**src/hdl/urc_pkg.sv**
```systemverilog
// ----------------------------------------------------------------------------
// urc_pkg
// Shared types, codes and reset values for the ultrasonic ranging controller.
// ----------------------------------------------------------------------------
`default_nettype none

package urc_pkg;

   // measurement counter width default
   localparam int URC_COUNT_WIDTH = 16;

   // fixed field widths
   localparam int URC_DIVISOR_WIDTH = 8;
   localparam int URC_DIST_WIDTH    = 16;
   localparam int URC_US_WIDTH      = 24;
   localparam int URC_CSR_IDX_WIDTH = 3;
   localparam int URC_CSR_DAT_WIDTH = 24;
   localparam int URC_REQ_WIDTH     = 8;
   localparam int URC_RSP_WIDTH     = 24;

   // register indexes
   localparam logic [URC_CSR_IDX_WIDTH-1:0] REG_TRIGGER_LEAD  = 3'd0;
   localparam logic [URC_CSR_IDX_WIDTH-1:0] REG_TRIGGER_WIDTH = 3'd1;
   localparam logic [URC_CSR_IDX_WIDTH-1:0] REG_PRESCALE      = 3'd2;
   localparam logic [URC_CSR_IDX_WIDTH-1:0] REG_WAIT_LIMIT    = 3'd3;
   localparam logic [URC_CSR_IDX_WIDTH-1:0] REG_MAX_COUNT     = 3'd4;
   localparam logic [URC_CSR_IDX_WIDTH-1:0] REG_DIVISOR       = 3'd5;
   localparam logic [URC_CSR_IDX_WIDTH-1:0] REG_PERIOD        = 3'd6;

   // register reset values
   localparam logic [7:0]  RST_TRIGGER_LEAD  = 8'd5;
   localparam logic [7:0]  RST_TRIGGER_WIDTH = 8'd10;
   localparam logic [7:0]  RST_PRESCALE      = 8'd10;
   localparam logic [15:0] RST_WAIT_LIMIT    = 16'd1000;
   localparam logic [15:0] RST_MAX_COUNT     = 16'd22857;
   localparam logic [7:0]  RST_DIVISOR       = 8'd58;
   localparam logic [23:0] RST_PERIOD        = 24'd500000;

   // status codes
   typedef enum logic [1:0] {
      STATUS_OK       = 2'd0,
      STATUS_NO_ECHO  = 2'd1,
      STATUS_TOO_LONG = 2'd2
   } status_type;

   // ranging phase
   typedef enum logic [4:0] {
      PH_LEAD    = 5'b00001,
      PH_PULSE   = 5'b00010,
      PH_WAIT    = 5'b00100,
      PH_MEASURE = 5'b01000,
      PH_IDLE    = 5'b10000
   } phase_type;

   // beat sequencer
   typedef enum logic [3:0] {
      SEQ_READY = 4'b0001,
      SEQ_EVAL  = 4'b0010,
      SEQ_DIV   = 4'b0100,
      SEQ_DONE  = 4'b1000
   } seq_type;

endpackage

`default_nettype wire

```
**src/hdl/urc_divider.sv**
```systemverilog
// ----------------------------------------------------------------------------
// urc_divider
// Restoring divider, one quotient bit per cycle, echo count by divisor.
// ----------------------------------------------------------------------------
`default_nettype none

module urc_divider #(
   parameter int COUNT_WIDTH = urc_pkg::URC_COUNT_WIDTH
) (
   input  wire logic                                     clock,
   input  wire logic                                     reset,
   input  wire logic                                     start,
   output logic                                          done,
   input  wire logic [COUNT_WIDTH-1:0]                   dividend,
   input  wire logic [urc_pkg::URC_DIVISOR_WIDTH-1:0]    divisor,
   output logic [COUNT_WIDTH-1:0]                        quotient
);
   import urc_pkg::*;

   localparam int CNT_W = $clog2(COUNT_WIDTH + 1);

   logic [CNT_W-1:0]             cnt_ff, cnt_in;
   logic                         done_ff, done_in;
   logic [COUNT_WIDTH-1:0]       quot_ff, quot_in;
   logic [URC_DIVISOR_WIDTH-1:0] rem_ff, rem_in;
   logic [URC_DIVISOR_WIDTH-1:0] div_ff, div_in;
   logic [URC_DIVISOR_WIDTH:0]   shifted;
   logic [URC_DIVISOR_WIDTH:0]   diff;
   logic                         fits;

   assign shifted = {rem_ff, quot_ff[COUNT_WIDTH-1]};
   assign diff    = shifted - {1'b0, div_ff};
   assign fits    = shifted >= {1'b0, div_ff};

   always_comb begin
      cnt_in  = cnt_ff;
      done_in = 1'b0;
      quot_in = quot_ff;
      rem_in  = rem_ff;
      div_in  = div_ff;
      if (start) begin
         cnt_in  = CNT_W'(COUNT_WIDTH);
         quot_in = dividend;
         rem_in  = '0;
         div_in  = divisor;
      end else if (cnt_ff != '0) begin
         cnt_in  = cnt_ff - CNT_W'(1);
         quot_in = {quot_ff[COUNT_WIDTH-2:0], fits};
         rem_in  = fits ? diff[URC_DIVISOR_WIDTH-1:0] : shifted[URC_DIVISOR_WIDTH-1:0];
         done_in = (cnt_ff == CNT_W'(1));
      end
   end

   always_ff @(posedge clock) begin
      if (reset) begin
         cnt_ff  <= '0;
         done_ff <= 1'b0;
      end else begin
         cnt_ff  <= cnt_in;
         done_ff <= done_in;
      end
      quot_ff <= quot_in;
      rem_ff  <= rem_in;
      div_ff  <= div_in;
   end

   assign done     = done_ff;
   assign quotient = quot_ff;

endmodule

`default_nettype wire

```
**src/hdl/ultrasonic_ranging_controller.sv**
```systemverilog
// ----------------------------------------------------------------------------
// ultrasonic_ranging_controller
// Trigger / echo ranging sequencer, one request beat per microsecond tick.
// ----------------------------------------------------------------------------
// sequence: request beat registered, tick evaluated, then the response registered
//   once the output is free; on an echo fall the serial divider (one bit per
//   cycle) runs before the response. No new beat is taken until it is registered.
// reset: synchronous, loads register defaults and restarts in the lead phase
// ----------------------------------------------------------------------------
`default_nettype none

module ultrasonic_ranging_controller #(
   parameter int COUNT_WIDTH = urc_pkg::URC_COUNT_WIDTH
) (
   input  wire logic                                   clock,
   input  wire logic                                   reset,
   // request: [0] echo_level, [7:1] zero
   input  wire logic                                   req_tvalid,
   output logic                                        req_tready,
   input  wire logic [urc_pkg::URC_REQ_WIDTH-1:0]      req_tdata,
   // response: [0] trigger_level, [1] result_valid, [3:2] status,
   //           [19:4] distance, [23:20] zero
   output logic                                        rsp_tvalid,
   input  wire logic                                   rsp_tready,
   output logic [urc_pkg::URC_RSP_WIDTH-1:0]           rsp_tdata,
   // register write channel
   input  wire logic                                   csr_valid,
   output logic                                        csr_ready,
   input  wire logic [urc_pkg::URC_CSR_IDX_WIDTH-1:0]  csr_index,
   input  wire logic [urc_pkg::URC_CSR_DAT_WIDTH-1:0]  csr_data
);
   import urc_pkg::*;

   localparam int CMP_W = COUNT_WIDTH + 16;

   // prescaler step result
   typedef struct packed {
      logic       tick;
      logic [7:0] count;
   } presc_type;

   function automatic logic [7:0] at_least_one8(input logic [7:0] v);
      return (v == 8'd0) ? 8'd1 : v;
   endfunction

   function automatic presc_type presc_step(input logic [7:0] cnt, input logic [7:0] lim);
      presc_type  r;
      logic [7:0] nxt;
      nxt = cnt + 8'd1;
      if (nxt >= at_least_one8(lim) || nxt == 8'd0) begin
         r.tick  = 1'b1;
         r.count = 8'd0;
      end else begin
         r.tick  = 1'b0;
         r.count = nxt;
      end
      return r;
   endfunction

   // configuration registers
   logic [7:0]  lead_ff, lead_in;
   logic [7:0]  width_ff, width_in;
   logic [7:0]  presc_ff, presc_in;
   logic [15:0] wait_lim_ff, wait_lim_in;
   logic [15:0] max_cnt_ff, max_cnt_in;
   logic [7:0]  divisor_ff, divisor_in;
   logic [23:0] period_ff, period_in;

   // ranging state
   phase_type               phase_ff, phase_in;
   logic [23:0]             us_ff, us_in;
   logic [7:0]              pc_ff, pc_in;
   logic [COUNT_WIDTH-1:0]  ec_ff, ec_in;

   // beat sequencer
   seq_type                 seq_ff, seq_in;
   logic                    echo_ff, echo_in;
   logic                    trig_ff, trig_in;
   logic                    rvalid_ff, rvalid_in;
   status_type              status_ff, status_in;
   logic [15:0]             dist_ff, dist_in;
   logic                    rsp_valid_ff, rsp_valid_in;
   logic [URC_RSP_WIDTH-1:0] rsp_data_ff, rsp_data_in;

   // tick evaluation results
   phase_type               ev_phase;
   logic [23:0]             ev_us;
   logic [7:0]              ev_pc;
   logic [COUNT_WIDTH-1:0]  ev_ec;
   logic                    ev_trig;
   logic                    ev_valid;
   status_type              ev_status;
   logic                    ev_div;
   logic [COUNT_WIDTH-1:0]  ev_dividend;
   presc_type               ps;

   logic                    div_start;
   logic                    div_done;
   logic [COUNT_WIDTH-1:0]  quotient;
   logic [CMP_W-1:0]        quot_wide;
   logic                    in_beat;
   logic                    out_free;

   assign csr_ready  = 1'b1;
   assign req_tready = (seq_ff == SEQ_READY);
   assign in_beat    = req_tvalid && req_tready;
   assign out_free   = !rsp_valid_ff || rsp_tready;
   assign quot_wide  = {16'd0, quotient};

   // register writes, unknown indexes dropped
   always_comb begin
      lead_in     = lead_ff;
      width_in    = width_ff;
      presc_in    = presc_ff;
      wait_lim_in = wait_lim_ff;
      max_cnt_in  = max_cnt_ff;
      divisor_in  = divisor_ff;
      period_in   = period_ff;
      if (csr_valid) begin
         case (csr_index)
            REG_TRIGGER_LEAD:  lead_in     = csr_data[7:0];
            REG_TRIGGER_WIDTH: width_in    = csr_data[7:0];
            REG_PRESCALE:      presc_in    = csr_data[7:0];
            REG_WAIT_LIMIT:    wait_lim_in = csr_data[15:0];
            REG_MAX_COUNT:     max_cnt_in  = csr_data[15:0];
            REG_DIVISOR:       divisor_in  = csr_data[7:0];
            REG_PERIOD:        period_in   = csr_data[23:0];
            default: ;
         endcase
      end
   end

   // one microsecond tick of the ranging sequence
   always_comb begin
      ev_phase    = phase_ff;
      ev_us       = us_ff;
      ev_pc       = pc_ff;
      ev_ec       = ec_ff;
      ev_trig     = 1'b0;
      ev_valid    = 1'b0;
      ev_status   = STATUS_OK;
      ev_div      = 1'b0;
      ev_dividend = ec_ff;
      ps          = '0;

      // corrupt phase code restarts the cycle
      unique case (ev_phase) inside
         PH_LEAD, PH_PULSE, PH_WAIT, PH_MEASURE, PH_IDLE: ;
         default: begin
            ev_phase = PH_LEAD;
            ev_us    = '0;
            ev_pc    = '0;
            ev_ec    = '0;
         end
      endcase

      // trigger held low; a finished lead falls into the pulse this tick
      if (ev_phase == PH_LEAD) begin
         if (ev_us < {16'd0, lead_ff}) begin
            ev_us = ev_us + 24'd1;
         end else begin
            ev_phase = PH_PULSE;
            ev_us    = '0;
            ev_pc    = '0;
            ev_ec    = '0;
         end
      end

      if (ev_phase == PH_PULSE) begin
         ev_trig = 1'b1;
         ev_us   = ev_us + 24'd1;
         if (ev_us >= {16'd0, at_least_one8(width_ff)}) begin
            ev_phase = PH_WAIT;
            ev_us    = '0;
            ev_pc    = '0;
            ev_ec    = '0;
         end
      end else if (ev_phase == PH_WAIT) begin
         if (echo_ff) begin
            // rising tick is the first measured one
            ev_phase = PH_MEASURE;
            ev_us    = '0;
            ev_pc    = '0;
            ev_ec    = '0;
         end else begin
            ps    = presc_step(ev_pc, presc_ff);
            ev_pc = ps.count;
            if (ps.tick) begin
               ev_ec = ev_ec + COUNT_WIDTH'(1);
               if ({16'd0, ev_ec} >= {{COUNT_WIDTH{1'b0}}, wait_lim_ff} || ev_ec == '0) begin
                  ev_valid  = 1'b1;
                  ev_status = STATUS_NO_ECHO;
                  ev_phase  = PH_IDLE;
                  ev_us     = '0;
                  ev_pc     = '0;
                  ev_ec     = '0;
               end
            end
         end
      end else if (ev_phase == PH_IDLE) begin
         ev_us = ev_us + 24'd1;
         if (ev_us >= ((period_ff == 24'd0) ? 24'd1 : period_ff) || ev_us == 24'd0) begin
            ev_phase = PH_LEAD;
            ev_us    = '0;
            ev_pc    = '0;
            ev_ec    = '0;
         end
      end

      if (ev_phase == PH_MEASURE) begin
         if (echo_ff) begin
            ps    = presc_step(ev_pc, presc_ff);
            ev_pc = ps.count;
            // count saturates at all ones
            if (ps.tick && !(&ev_ec)) begin
               ev_ec = ev_ec + COUNT_WIDTH'(1);
            end
            if ({16'd0, ev_ec} >= {{COUNT_WIDTH{1'b0}}, max_cnt_ff} || (&ev_ec)) begin
               ev_valid  = 1'b1;
               ev_status = STATUS_TOO_LONG;
               ev_phase  = PH_IDLE;
               ev_us     = '0;
               ev_pc     = '0;
               ev_ec     = '0;
            end
         end else begin
            // echo fall: distance from the serial divider
            ev_valid    = 1'b1;
            ev_div      = 1'b1;
            ev_dividend = ev_ec;
            ev_phase    = PH_IDLE;
            ev_us       = '0;
            ev_pc       = '0;
            ev_ec       = '0;
         end
      end
   end

   // sequencer: take beat, evaluate tick, optional divide, hand off response
   always_comb begin
      seq_in         = seq_ff;
      echo_in        = echo_ff;
      phase_in       = phase_ff;
      us_in          = us_ff;
      pc_in          = pc_ff;
      ec_in          = ec_ff;
      trig_in        = trig_ff;
      rvalid_in      = rvalid_ff;
      status_in      = status_ff;
      dist_in        = dist_ff;
      div_start      = 1'b0;
      rsp_data_in    = rsp_data_ff;
      rsp_valid_in   = rsp_valid_ff && !rsp_tready;

      unique case (seq_ff)
         SEQ_READY: begin
            if (in_beat) begin
               echo_in = req_tdata[0];
               seq_in  = SEQ_EVAL;
            end
         end
         SEQ_EVAL: begin
            phase_in    = ev_phase;
            us_in       = ev_us;
            pc_in       = ev_pc;
            ec_in       = ev_ec;
            trig_in     = ev_trig;
            rvalid_in   = ev_valid;
            status_in   = ev_status;
            dist_in     = '0;
            // divider loads the count held before this tick is stored
            div_start   = ev_div;
            seq_in      = ev_div ? SEQ_DIV : SEQ_DONE;
         end
         SEQ_DIV: begin
            if (div_done) begin
               dist_in = quot_wide[15:0];
               seq_in  = SEQ_DONE;
            end
         end
         SEQ_DONE: begin
            if (out_free) begin
               rsp_valid_in = 1'b1;
               rsp_data_in  = {4'd0, dist_ff, status_ff, rvalid_ff, trig_ff};
               seq_in       = SEQ_READY;
            end
         end
         default: seq_in = SEQ_READY;
      endcase
   end

   urc_divider #(
      .COUNT_WIDTH (COUNT_WIDTH)
   ) u_divider (
      .clock    (clock),
      .reset    (reset),
      .start    (div_start),
      .done     (div_done),
      .dividend (ev_dividend),
      .divisor  (at_least_one8(divisor_ff)),
      .quotient (quotient)
   );

   always_ff @(posedge clock) begin
      if (reset) begin
         lead_ff      <= RST_TRIGGER_LEAD;
         width_ff     <= RST_TRIGGER_WIDTH;
         presc_ff     <= RST_PRESCALE;
         wait_lim_ff  <= RST_WAIT_LIMIT;
         max_cnt_ff   <= RST_MAX_COUNT;
         divisor_ff   <= RST_DIVISOR;
         period_ff    <= RST_PERIOD;
         phase_ff     <= PH_LEAD;
         us_ff        <= '0;
         pc_ff        <= '0;
         ec_ff        <= '0;
         seq_ff       <= SEQ_READY;
         rsp_valid_ff <= 1'b0;
      end else begin
         lead_ff      <= lead_in;
         width_ff     <= width_in;
         presc_ff     <= presc_in;
         wait_lim_ff  <= wait_lim_in;
         max_cnt_ff   <= max_cnt_in;
         divisor_ff   <= divisor_in;
         period_ff    <= period_in;
         phase_ff     <= phase_in;
         us_ff        <= us_in;
         pc_ff        <= pc_in;
         ec_ff        <= ec_in;
         seq_ff       <= seq_in;
         rsp_valid_ff <= rsp_valid_in;
      end
      // payload
      echo_ff     <= echo_in;
      trig_ff     <= trig_in;
      rvalid_ff   <= rvalid_in;
      status_ff   <= status_in;
      dist_ff     <= dist_in;
      rsp_data_ff <= rsp_data_in;
   end

   assign rsp_tvalid = rsp_valid_ff;
   assign rsp_tdata  = rsp_data_ff;

endmodule

`default_nettype wire
```
**config.mk**
```make
export PLATFORM = sky130hd
export DESIGN_NAME = ultrasonic_ranging_controller
export DESIGN_NICKNAME = d
export VERILOG_FILES = /design/src/hdl/urc_pkg.sv /design/src/hdl/urc_divider.sv /design/src/hdl/ultrasonic_ranging_controller.sv
export SDC_FILE = /design/constraint.sdc
export NUM_CORES = 1
export LEC_CHECK = 0
export ABC_AREA = 1
export BUFFER_PORTS_ARGS = -buffer_cell sky130_fd_sc_hd__buf_2
export CAP_MARGIN = 10
export CORE_AREA = 5 5 195 197
export DETAILED_ROUTE_END_ITERATION = 10
export DIE_AREA = 0 0 200 202
export GPL_ROUTABILITY_DRIVEN = 0
export GPL_TIMING_DRIVEN = 0
export PLACE_DENSITY = 0.67
export SLEW_MARGIN = 0
export SYNTH_ARGS = -nofsm -noshare
export SYNTH_HDL_FRONTEND = slang
export SYNTH_SLANG_ARGS = --single-unit
export TNS_END_PERCENT = 5
```
**constraint.sdc**
```tcl
create_clock -name clock -period 13.6 [get_ports clock]
set_input_delay 2.72 -clock clock [delete_from_list [all_inputs] [get_ports clock]]
set_output_delay 2.72 -clock clock [all_outputs]
set_load 0.1 [all_outputs]
```
* Word level (Yosys, flattened, before mapping)
Cells that the tools add are included.
Word-level totals: bits of input ports 40, logic and storage cells 211, output and inout port bits 27, register bits after elaboration 225
Cells by class: magnitude comparators 8, eq/ne operators 24, reductions and logical operators 40, add/subtract/negate cells 8, muxes and demuxes 105, bitwise operators 1
Operators by type and width (number):
- $mux 24 | 15
- $mux 16 | 22
- $mux 8 | 17
- $mux 5 | 16
- $mux 9 | 7
- $add 24x1->24 const B | 2
- $logic_not 24->1 | 2
- $logic_not 8->1 | 5
- $add 16x1->16 const B | 2
- $ge 16x16->1 | 2
- $pmux 16 s2 | 1
- $reduce_and 16->1 | 2
- $ge 24x24->1 | 1
- $ge 24x8->1 | 1
- $lt 24x8->1 | 1
- $reduce_and 2->1 | 10
- $mux 1 | 19
- $add 8x1->8 const B | 2
- $ge 8x8->1 | 2
- $logic_not 16->1 | 1
- $mux 4 | 4
- $pmux 4 s4 | 1
- $eq 5x1->1 const B | 3
- $eq 5x2->1 const B | 2
- other kinds (27) | 46

* Longest topological paths before layout
Gate-level depths: netlist of the first run.
depth after elaboration 33, depth in mapped cells 83, gate-level depth less buffers 76

* Hierarchy
Synthesis of the first run repeated with hierarchy kept, for this count alone.
Unflattened totals: cell total of the unflattened synthesis 2404, area, all modules 16315.6 sq um
By module, submodules not included:
- ultrasonic_ranging_controller | cells each 2168, area each 14307.5 sq um, seq. area each 4154.0 sq um, instances 1
- urc_divider | cells each 236, area each 2008.2 sq um, seq. area each 1001.0 sq um, instances 1

* Worst setup path after synthesis of the first run
No wires, ideal clock.
path kind reg-to-reg, from register phase_ff[2], to register status_ff[1] (data pin), data required time 13343 ps, stages on the path, launching flop included 71, period minus slack after synthesis 9805 ps, slack 3795 ps, data arrival time 9548 ps, library setup time 257 ps, buffers on the path 8, cell sequence dfxtp_1 > nor2_1 > inv_1 > nand4_1 > nand2_2 > inv_2 > clkbuf_1 > clkbuf_1 > nor2_1 > ha_1 > nand2_1 > nand2_1 > nand2_1 > nand2_1 > nand2_1 > nand2_1 > nand2_2 > buf_6 > [35 not listed] > nand3_1 > nand2_1 > inv_1 > ha_1 > a21boi_0 > o21a_1 > o21a_1 > o21a_1 > o21a_1 > o21ai_0 > nand2_1 > a21oi_1 > nor3_1 > a2111oi_0 > o221a_2 > a21boi_4 > buf_4 > nor3_1
On the way: cells in the longest elaborated chain, start to end 33, elaborated cells on any way between the ends 86, classes of those cells add/sub (6); order compare (7); eq/ne (10); mux (49); reduce/logical (14)
Ends and longest elaborated chain:
- start: declaration | RTL line ultrasonic_ranging_controller.sv:70 | phase_type phase_ff, phase_in;
- start signal: assignment | RTL line ultrasonic_ranging_controller.sv:327 | phase_ff <= phase_in;
- $eq 5x1->1 (no line), or another cell as far along
- $reduce_or 5->1 | RTL line ultrasonic_ranging_controller.sv:147 | unique case (ev_phase) inside
- $mux 24 | RTL line ultrasonic_ranging_controller.sv:147
- $lt 24x8->1 | RTL line ultrasonic_ranging_controller.sv:159 | if (ev_us < {16'd0, lead_ff}) begin
- $mux 8 | RTL line ultrasonic_ranging_controller.sv:159
- $mux 8 | RTL line ultrasonic_ranging_controller.sv:158 | if (ev_phase == PH_LEAD) begin
- $add 8x1->8 | RTL line ultrasonic_ranging_controller.sv:49 | nxt = cnt + 8'd1;
- $ge 8x8->1 or $logic_not 8->1 (tied branches) | RTL line ultrasonic_ranging_controller.sv:50 | if (nxt >= at_least_one8(lim) || nxt == 8'd0) begin
- [17 not listed]
- $mux 16 | RTL line ultrasonic_ranging_controller.sv:215 | if (ps.tick && !(&ev_ec)) begin
- $mux 16 | RTL line ultrasonic_ranging_controller.sv:211 | if (echo_ff) begin
- $mux 16 | RTL line ultrasonic_ranging_controller.sv:210 | if (ev_phase == PH_MEASURE) begin
- $ge 16x16->1 or $reduce_and 16->1 (tied branches) | RTL line ultrasonic_ranging_controller.sv:218 | if ({16'd0, ev_ec} >= {{COUNT_WIDTH{1'b0}}, max_cnt_ff} || (&ev_ec)) begin
- $logic_or 1x1->1 | RTL line ultrasonic_ranging_controller.sv:218
- $mux 2 | RTL line ultrasonic_ranging_controller.sv:218
- $mux 2 | RTL line ultrasonic_ranging_controller.sv:211
- $mux 2 (*) | RTL line ultrasonic_ranging_controller.sv:210
- end signal: assignment | RTL line ultrasonic_ranging_controller.sv:338 | status_ff <= status_in;
- end: declaration | RTL line ultrasonic_ranging_controller.sv:80 | status_type status_ff, status_in;
Every way passes the cells marked *; elsewhere a longest branch is shown, timed or not. The select of a mux whose other input is x is not followed. A chain may end at the register's enable or synchronous reset.

* Worst setup path in the final report of the first run
from register phase_ff[1], to register status_ff[1] (data pin)
Same word-level chain as after synthesis.

==> run metrics, run 1 <==
core footprint=0.0361 mm2; Die X=~200 um; hold endpoint=rsp_tdata[8]; FF+latch area=~0.0052 mm2; PortBufs=53; Num Clock Sinks=around 230; DRT antenna net count=0; pwr/cell area=173 mW/mm2; Max stage delay on crit path=slightly below 0.5 ns; Multi-input gate area=around 0.0088 mm2; Post-synth EDFFs=65; total iterations of the first detailed-routing run=6; reg-to-reg setup timing slack=about 0.85 ns; Worst path slowest cell=a221oi_1; CTS Buffer Depth=3; outcome=completed; Clock Tree Root=clkbuf_16; hold path cells=0; endpoints failing hold=0; RR Startpoint=phase_ff[1]; cell depth of the worst flop-to-flop path=a little over 70; global-route wire length before repair=82.2 mm; Hold/Removal Path Class=reg -> reg; Layout Nets=2595; DRC errors left=0; Setup violations, final=0; DRT met1 WL=roughly 23 mm; MaxCap Viol Count=0; Final Core Density=approximately half; clock-pin slew on the worst setup and hold paths=0.06 ns; sequential area share after synthesis=about 32%; synthesized area=between 0.015 and 0.02 mm2; top routing layer used=met4; CTS Buf Count=27; critical path type=reg -> reg; fmax=0.0784 GHz; total grt overflow=0; hpwl dp=40.6 mm; Hold Startpoint=dist_ff[4]; H-tree depth=1; DR vias/cell=about 5.6; layout cell share with drive strength beyond 1=under 10%; RR Endpoint=status_ff[1]; final wirelength=roughly 52 mm; Final period util=around 94%; CP Launch Type=flip-flop; insertion delay to the later sink of the worst-skew pair=0.56 ns; Async SR Flop Fraction=0%; pin count of the biggest net entering global routing=18; CP max FO=10; clk_skew=approximately 0.027 ns; layout filler cell count=between 3000 and 4000; VDD IR max=0.107 mV; met2 routed WL=between 20 and 25 mm; type of element capturing the critical path=flip-flop; most common cell after layout, fill and taps aside=nand2_1; initial core utilization=about 44%; most frequent cells in the layout=nand2_1, inv_1, o21ai_0; routed length per instance=17.8 um; yosys warns=0; vias=~17000; Data arrival, critical path=between 10 and 15 ns; initial drt markers=approximately 1700; GRT Total Usage=25.1%; Pleak=roughly 8.5 nW; fin crit period=~13 ns; Sum Neg Setup Slack=0 ns; metal3 WL=5.62 mm; Die H=202 um; Slew @ Worst Pin=a little over 1 ns; FP Rows=70; TritonCTS clock tree=yes; synthesized area per cell=around 6.8 um2; count of cell types in the netlist=62; RSZ-0062 raised after global routing=no; area grow syn2layout=11.8%; vias in the first global route=approximately 15000; most common flop cell mapped by yosys=dfxtp_1; initial antenna violation count=1; Max-slew headroom=a little under a third; Critical Path Most Common Cell=nand2_1; Seq cells post-synth=225; Final Max Slew Viols=0; WP data required=~14 ns; I/O Pins=between 60 and 70; Die Area=0.0404 mm2; Post-Synthesis Cells=roughly 2400
[area by class of cell]
class	instances	area share (%)
Antenna cell	1	0.0140
Sequential cell	225	28.8
Buffer	111	3.21
Multi-Input combinational cell	1635	49.3
Timing Repair Buffer	55	1.61
Clock inverter	16	1.39
Clock buffer	34	4.14
Inverter	394	8.26
Tap cell	468	3.27
[stage by stage]
| step | setup WS, ns | std cells | area (um2) | hold slack [ns] | power [mW] |
|---|---|---|---|---|---|
| floorplan | 3.80 | 2365 | 16000 | 0.400 | 1.86 |
| global placement | 0.919 | 2886 | 16900 | 0.404 | 2.24 |
| detailed placement | 0.893 | 2888 | 16900 | 0.405 | 2.28 |
| CTS | 0.794 | 2938 | 17900 | 0.420 | 3.08 |
| global route | 0.126 | 2938 | 17900 | 0.430 | 3.32 |
| finish | 0.848 | 2939 | 17900 | 0.420 | 3.11 |
[layer usage]
metal | vias up | GRT usage [%]
met5 | - | 0
met4 | 0 | 8.37
met3 | 146 | 5.90
met2 | 880 | 37.9
met1 | 7532 | 35.2
li1 | 7986 | -
[worst max-delay path by stage]
stage | cells past startpoint | endpoint | startpoint | slack, ns
after floorplan | 70 | status_ff[1] | phase_ff[2] | 3.80
after global placement | 74 | status_ff[1] | phase_ff[2] | 0.92
after detailed placement | 74 | status_ff[1] | phase_ff[2] | 0.89
after CTS | 74 | status_ff[1] | phase_ff[3] | 0.79
after global routing | 72 | status_ff[1] | phase_ff[0] | 0.13
final | 72 | status_ff[1] | phase_ff[1] | 0.85
[repair_timing]
item	CTS	global route
gates resized for setup	0	3
hold buffers	0	0
buffers inserted	0	0
setup endpoints to repair	0	27
[synthesized netlist by cell type (3+ instances only)]
master | n | share of area, %
nor3_1 | 29 | 0.91
xor2_1 | 21 | 1.1
nand4_1 | 64 | 2.5
o21ai_2 | 3 | 0.16
a22oi_1 | 5 | 0.23
xnor2_1 | 8 | 0.44
edfxtp_1 | 65 | 12
a211oi_1 | 15 | 0.70
o21a_1 | 19 | 0.89
o31ai_1 | 3 | 0.14
nor2_2 | 10 | 0.39
inv_1 | 368 | 8.6
a21o_1 | 3 | 0.14
o211ai_1 | 26 | 1.2
ha_1 | 105 | 8.2
clkbuf_1 | 75 | 1.8
nand2_1 | 479 | 11
buf_2 | 8 | 0.25
o22ai_1 | 18 | 0.70
buf_1 | 3 | 0.070
o21bai_1 | 5 | 0.23
nor2_1 | 191 | 4.5
a31oi_1 | 3 | 0.12
nand2_2 | 7 | 0.27
o21ai_0 | 199 | 6.2
inv_2 | 20 | 0.47
buf_6 | 14 | 0.98
a311oi_1 | 3 | 0.16
clkinv_1 | 6 | 0.14
dfxtp_1 | 160 | 20
nor2_4 | 4 | 0.28
nor4_1 | 6 | 0.23
a21oi_1 | 191 | 6.0
o41ai_1 | 4 | 0.22
nand3_1 | 146 | 4.6
nand3_2 | 8 | 0.50
buf_4 | 11 | 0.52
a21boi_0 | 6 | 0.28
o21ai_1 | 19 | 0.59
nand3b_1 | 4 | 0.19
[report_power, final]
part / switching [mW] / internal [mW] / leakage, nW
combinational: 1.03 / 0.468 / 6.09
clock: 0.295 / 0.502 / 0.487
sequential: 0.0369 / 0.775 / 1.91
[critical path, delay by kind of cell (launching register included)]
family          cells  cell delay, ns
compound gates     21            4.40
xor+xnor            1            0.33
fa+ha+maj           6            1.66
buf+inv            15            2.20
flops               1            0.35
simple gates       29            3.54
[state kept, by name, summed over array words and instances, names as in the netlist, 2 cells and up]
| name | count |
|---|---|
| period_ff | 24 |
| ec_ff | 16 |
| pc_ff | 8 |
| u_divider.rem_ff | 8 |
| divisor_ff | 8 |
| rsp_tdata | 20 |
| dist_ff | 16 |
| u_divider.quotient | 16 |
| seq_ff | 4 |
| u_divider.div_ff | 8 |
| us_ff | 24 |
| lead_ff | 8 |
| max_cnt_ff | 16 |
| u_divider.cnt_ff | 5 |
| presc_ff | 8 |
| phase_ff | 5 |
| status_ff | 2 |
| width_ff | 8 |
| wait_lim_ff | 16 |
[kinds of logic after synthesis]
family	Yosys count	share of synthesized area [%]
compound gates	535	18.8
xor+xnor	31	1.79
fa+ha+maj	106	8.32
buf+inv	505	12.8
flops	225	32.2
other cells	2	0.0469
simple gates	958	26.1
Power figures use the tool's default switching activity.
==> inputs of run 2 (changes only) <==
--- a/config.mk
+++ b/config.mk
@@ -8,14 +8,15 @@
 export ABC_AREA = 1
 export BUFFER_PORTS_ARGS = -buffer_cell sky130_fd_sc_hd__buf_2
 export CAP_MARGIN = 10
-export CORE_AREA = 5 5 195 197
+export CORE_AREA = 5 5 197 199
 export DETAILED_ROUTE_END_ITERATION = 10
-export DIE_AREA = 0 0 200 202
+export DIE_AREA = 0 0 202 204
 export GPL_ROUTABILITY_DRIVEN = 0
 export GPL_TIMING_DRIVEN = 0
 export PLACE_DENSITY = 0.67
 export SLEW_MARGIN = 0
 export SYNTH_ARGS = -nofsm -noshare
 export SYNTH_HDL_FRONTEND = slang
+export SYNTH_HIERARCHICAL = 1
 export SYNTH_SLANG_ARGS = --single-unit
 export TNS_END_PERCENT = 5
==> run metrics, run 2 <==
outcome=completed; DRT antenna net count=0; post-place setup slack=roughly 0.72 ns; fmax=just under 0.08 GHz; MaxCap Viol Count=0; total grt overflow=0; Seq cells post-synth=225; CTS Buf Count=27; pwr/cell area=around 160 mW/mm2; PortBufs=54; count leader, synth=nand2_1; critical path type=reg -> reg; fin crit period=between 10 and 15 ns; Final Core Density=48.9%; initial core utilization=between 40 and 50%; total iterations of the first detailed-routing run=8; Sum Neg Setup Slack=0 ns; CP max FO=10; endpoints failing hold=0; Data arrival, critical path=13.21 ns; area grow syn2layout=11.0%; WP data required=roughly 14 ns; post-CTS setup buffers=0; largest cells by area after synthesis=dfxtp_1, nand2_1, edfxtp_1; Critical Path Most Common Cell=nand2_1; total power draw=roughly 2.9 mW; Synth top cells by count=nand2_1, inv_1, nor2_1; Clock Tree Root=clkbuf_16; count of cell types in the netlist=60; Die H=204 um; CP Launch Type=flip-flop; Async SR Flop Fraction=0%; Post-Synthesis Cells=around 2400; DR vias/cell=5.54; core footprint=around 0.037 mm2; clk_skew=between 0.015 and 0.02 ns; global-route wire length before repair=~83 mm; layout cell share with drive strength beyond 1=approximately a tenth; insertion delay to the later sink of the worst-skew pair=0.56 ns; Final period util=roughly 95%; Layout Nets=about 2600; final std cells w/o fill=2986; vias in the first global route=between 15000 and 20000; yosys warns=6; CTS Buffer Depth=3; Slew @ Worst Pin=slightly below 0.9 ns; placed cell count=around 2900; Die Area=just over 0.04 mm2; most common flop cell mapped by yosys=dfxtp_1; synthesized area=around 0.016 mm2; Final Worst Setup Slack=about 0.65 ns; share of the synthesized area in the top cell type=between 10% and 20%; vias=about 17000; VDD IR max=roughly 0.10 mV; most frequent cells in the layout=nand2_1, inv_1, nor2_1; synthesized area per cell=between 6 and 7 um2; FP Rows=71; Placement Cell Area=approximately 0.017 mm2; Max-slew headroom=a little over two fifths; initial antenna violation count=0; Worst path slowest cell=a2111oi_1; Num Clock Sinks=225; Final Cell Area=0.0181 mm2; Yosys top cell by area=dfxtp_1; TritonCTS clock tree=yes; initial drt markers=1797; Max stage delay on crit path=roughly 0.58 ns; most common cell after layout, fill and taps aside=nand2_1; hpwl dp=40.9 mm; type of element capturing the critical path=flip-flop; H-tree depth=1; WHS=0.418 ns; RSZ-0062 raised after global routing=no; Final Max Slew Viols=0; Setup violations, final=0; routed length per instance=between 15 and 20 um; pin count of the biggest net entering global routing=17; final wirelength=approximately 52 mm; diode count=0; clock-pin slew on the worst setup and hold paths=around 0.060 ns; sequential area share after synthesis=roughly a third; Post-synth EDFFs=65; I/O Pins=67; Die X=slightly above 200 um; Pleak=just under 9 nW; DRC errors left=0; GRT Total Usage=about a quarter; Hold/Removal Path Class=reg -> reg
## run 2: worst paths after layout
check                    from  slack [ns]       endpoint  cells after the start
hold reg to reg   dist_ff[12]        0.42  rsp_tdata[16]                      0
setup / recovery  phase_ff[0]        0.65   status_ff[1]                     73
hold / removal    dist_ff[12]        0.42  rsp_tdata[16]                      0
setup reg to reg  phase_ff[0]        0.65   status_ff[1]                     73
## run 2: where the power goes
part	internal, mW	leakage [nW]	total (mW)	switching (mW)
clock network	0.424	0.432	0.721	0.297
registers	0.777	1.90	0.825	0.0476
logic	0.414	6.39	1.37	0.953
## run 2: layer usage
layer | vias up | share of wire (%) | track usage [%]
li1 | 8051 | - | -
met1 | 7499 | 44 | 34.5
met2 | 827 | 43 | 38.2
met3 | 169 | 9.2 | 3.90
met4 | 0 | 4.5 | 10.2
met5 | - | 0 | 0
## run 2: kinds of logic (layout without fill, tap and decap cells)
| family | Yosys count | count (layout) | synth area share [%] |
|---|---|---|---|
| AND/OR/NAND/NOR | 1041 | 1041 | 28.8 |
| buffers and inverters | 516 | 621 | 13.0 |
| AO/OA/AOI/OAI | 488 | 488 | 16.9 |
| flip-flops | 225 | 225 | 31.6 |
| adder cells (fa/ha/maj) | 105 | 105 | 8.10 |
| XOR/XNOR | 27 | 27 | 1.68 |
| other | 2 | 5 | 0.0460 |
## run 2: cell type report
| type | instances | area (um2) |
|---|---|---|
| repair buffers | 56 | 297 |
| well taps | 474 | 593 |
| flip-flops and latches | 225 | 5150 |
| fillers | 3728 | 18900 |
| multi-input cells | 1666 | 9070 |
| clock inverters | 9 | 83.8 |
| plain buffers | 130 | 657 |
| inverters | 386 | 1460 |
| clock buffers | 40 | 797 |
## run 2: repair_timing
action | 4_1_cts | 5_1_grt
setup endpoints to repair | 0 | 52
hold buffers | 0 | 0
gates resized for setup | 0 | 3
## run 2: worst max-delay path, delay by kind of cell (launching register included)
family                   cells  cell delay [ns]
buffers and inverters       15             3.17
AND/OR/NAND/NOR             29             3.21
flip-flops                   1             0.30
adder cells (fa/ha/maj)      6             1.69
AO/OA/AOI/OAI               22             3.99
XOR/XNOR                     1             0.27
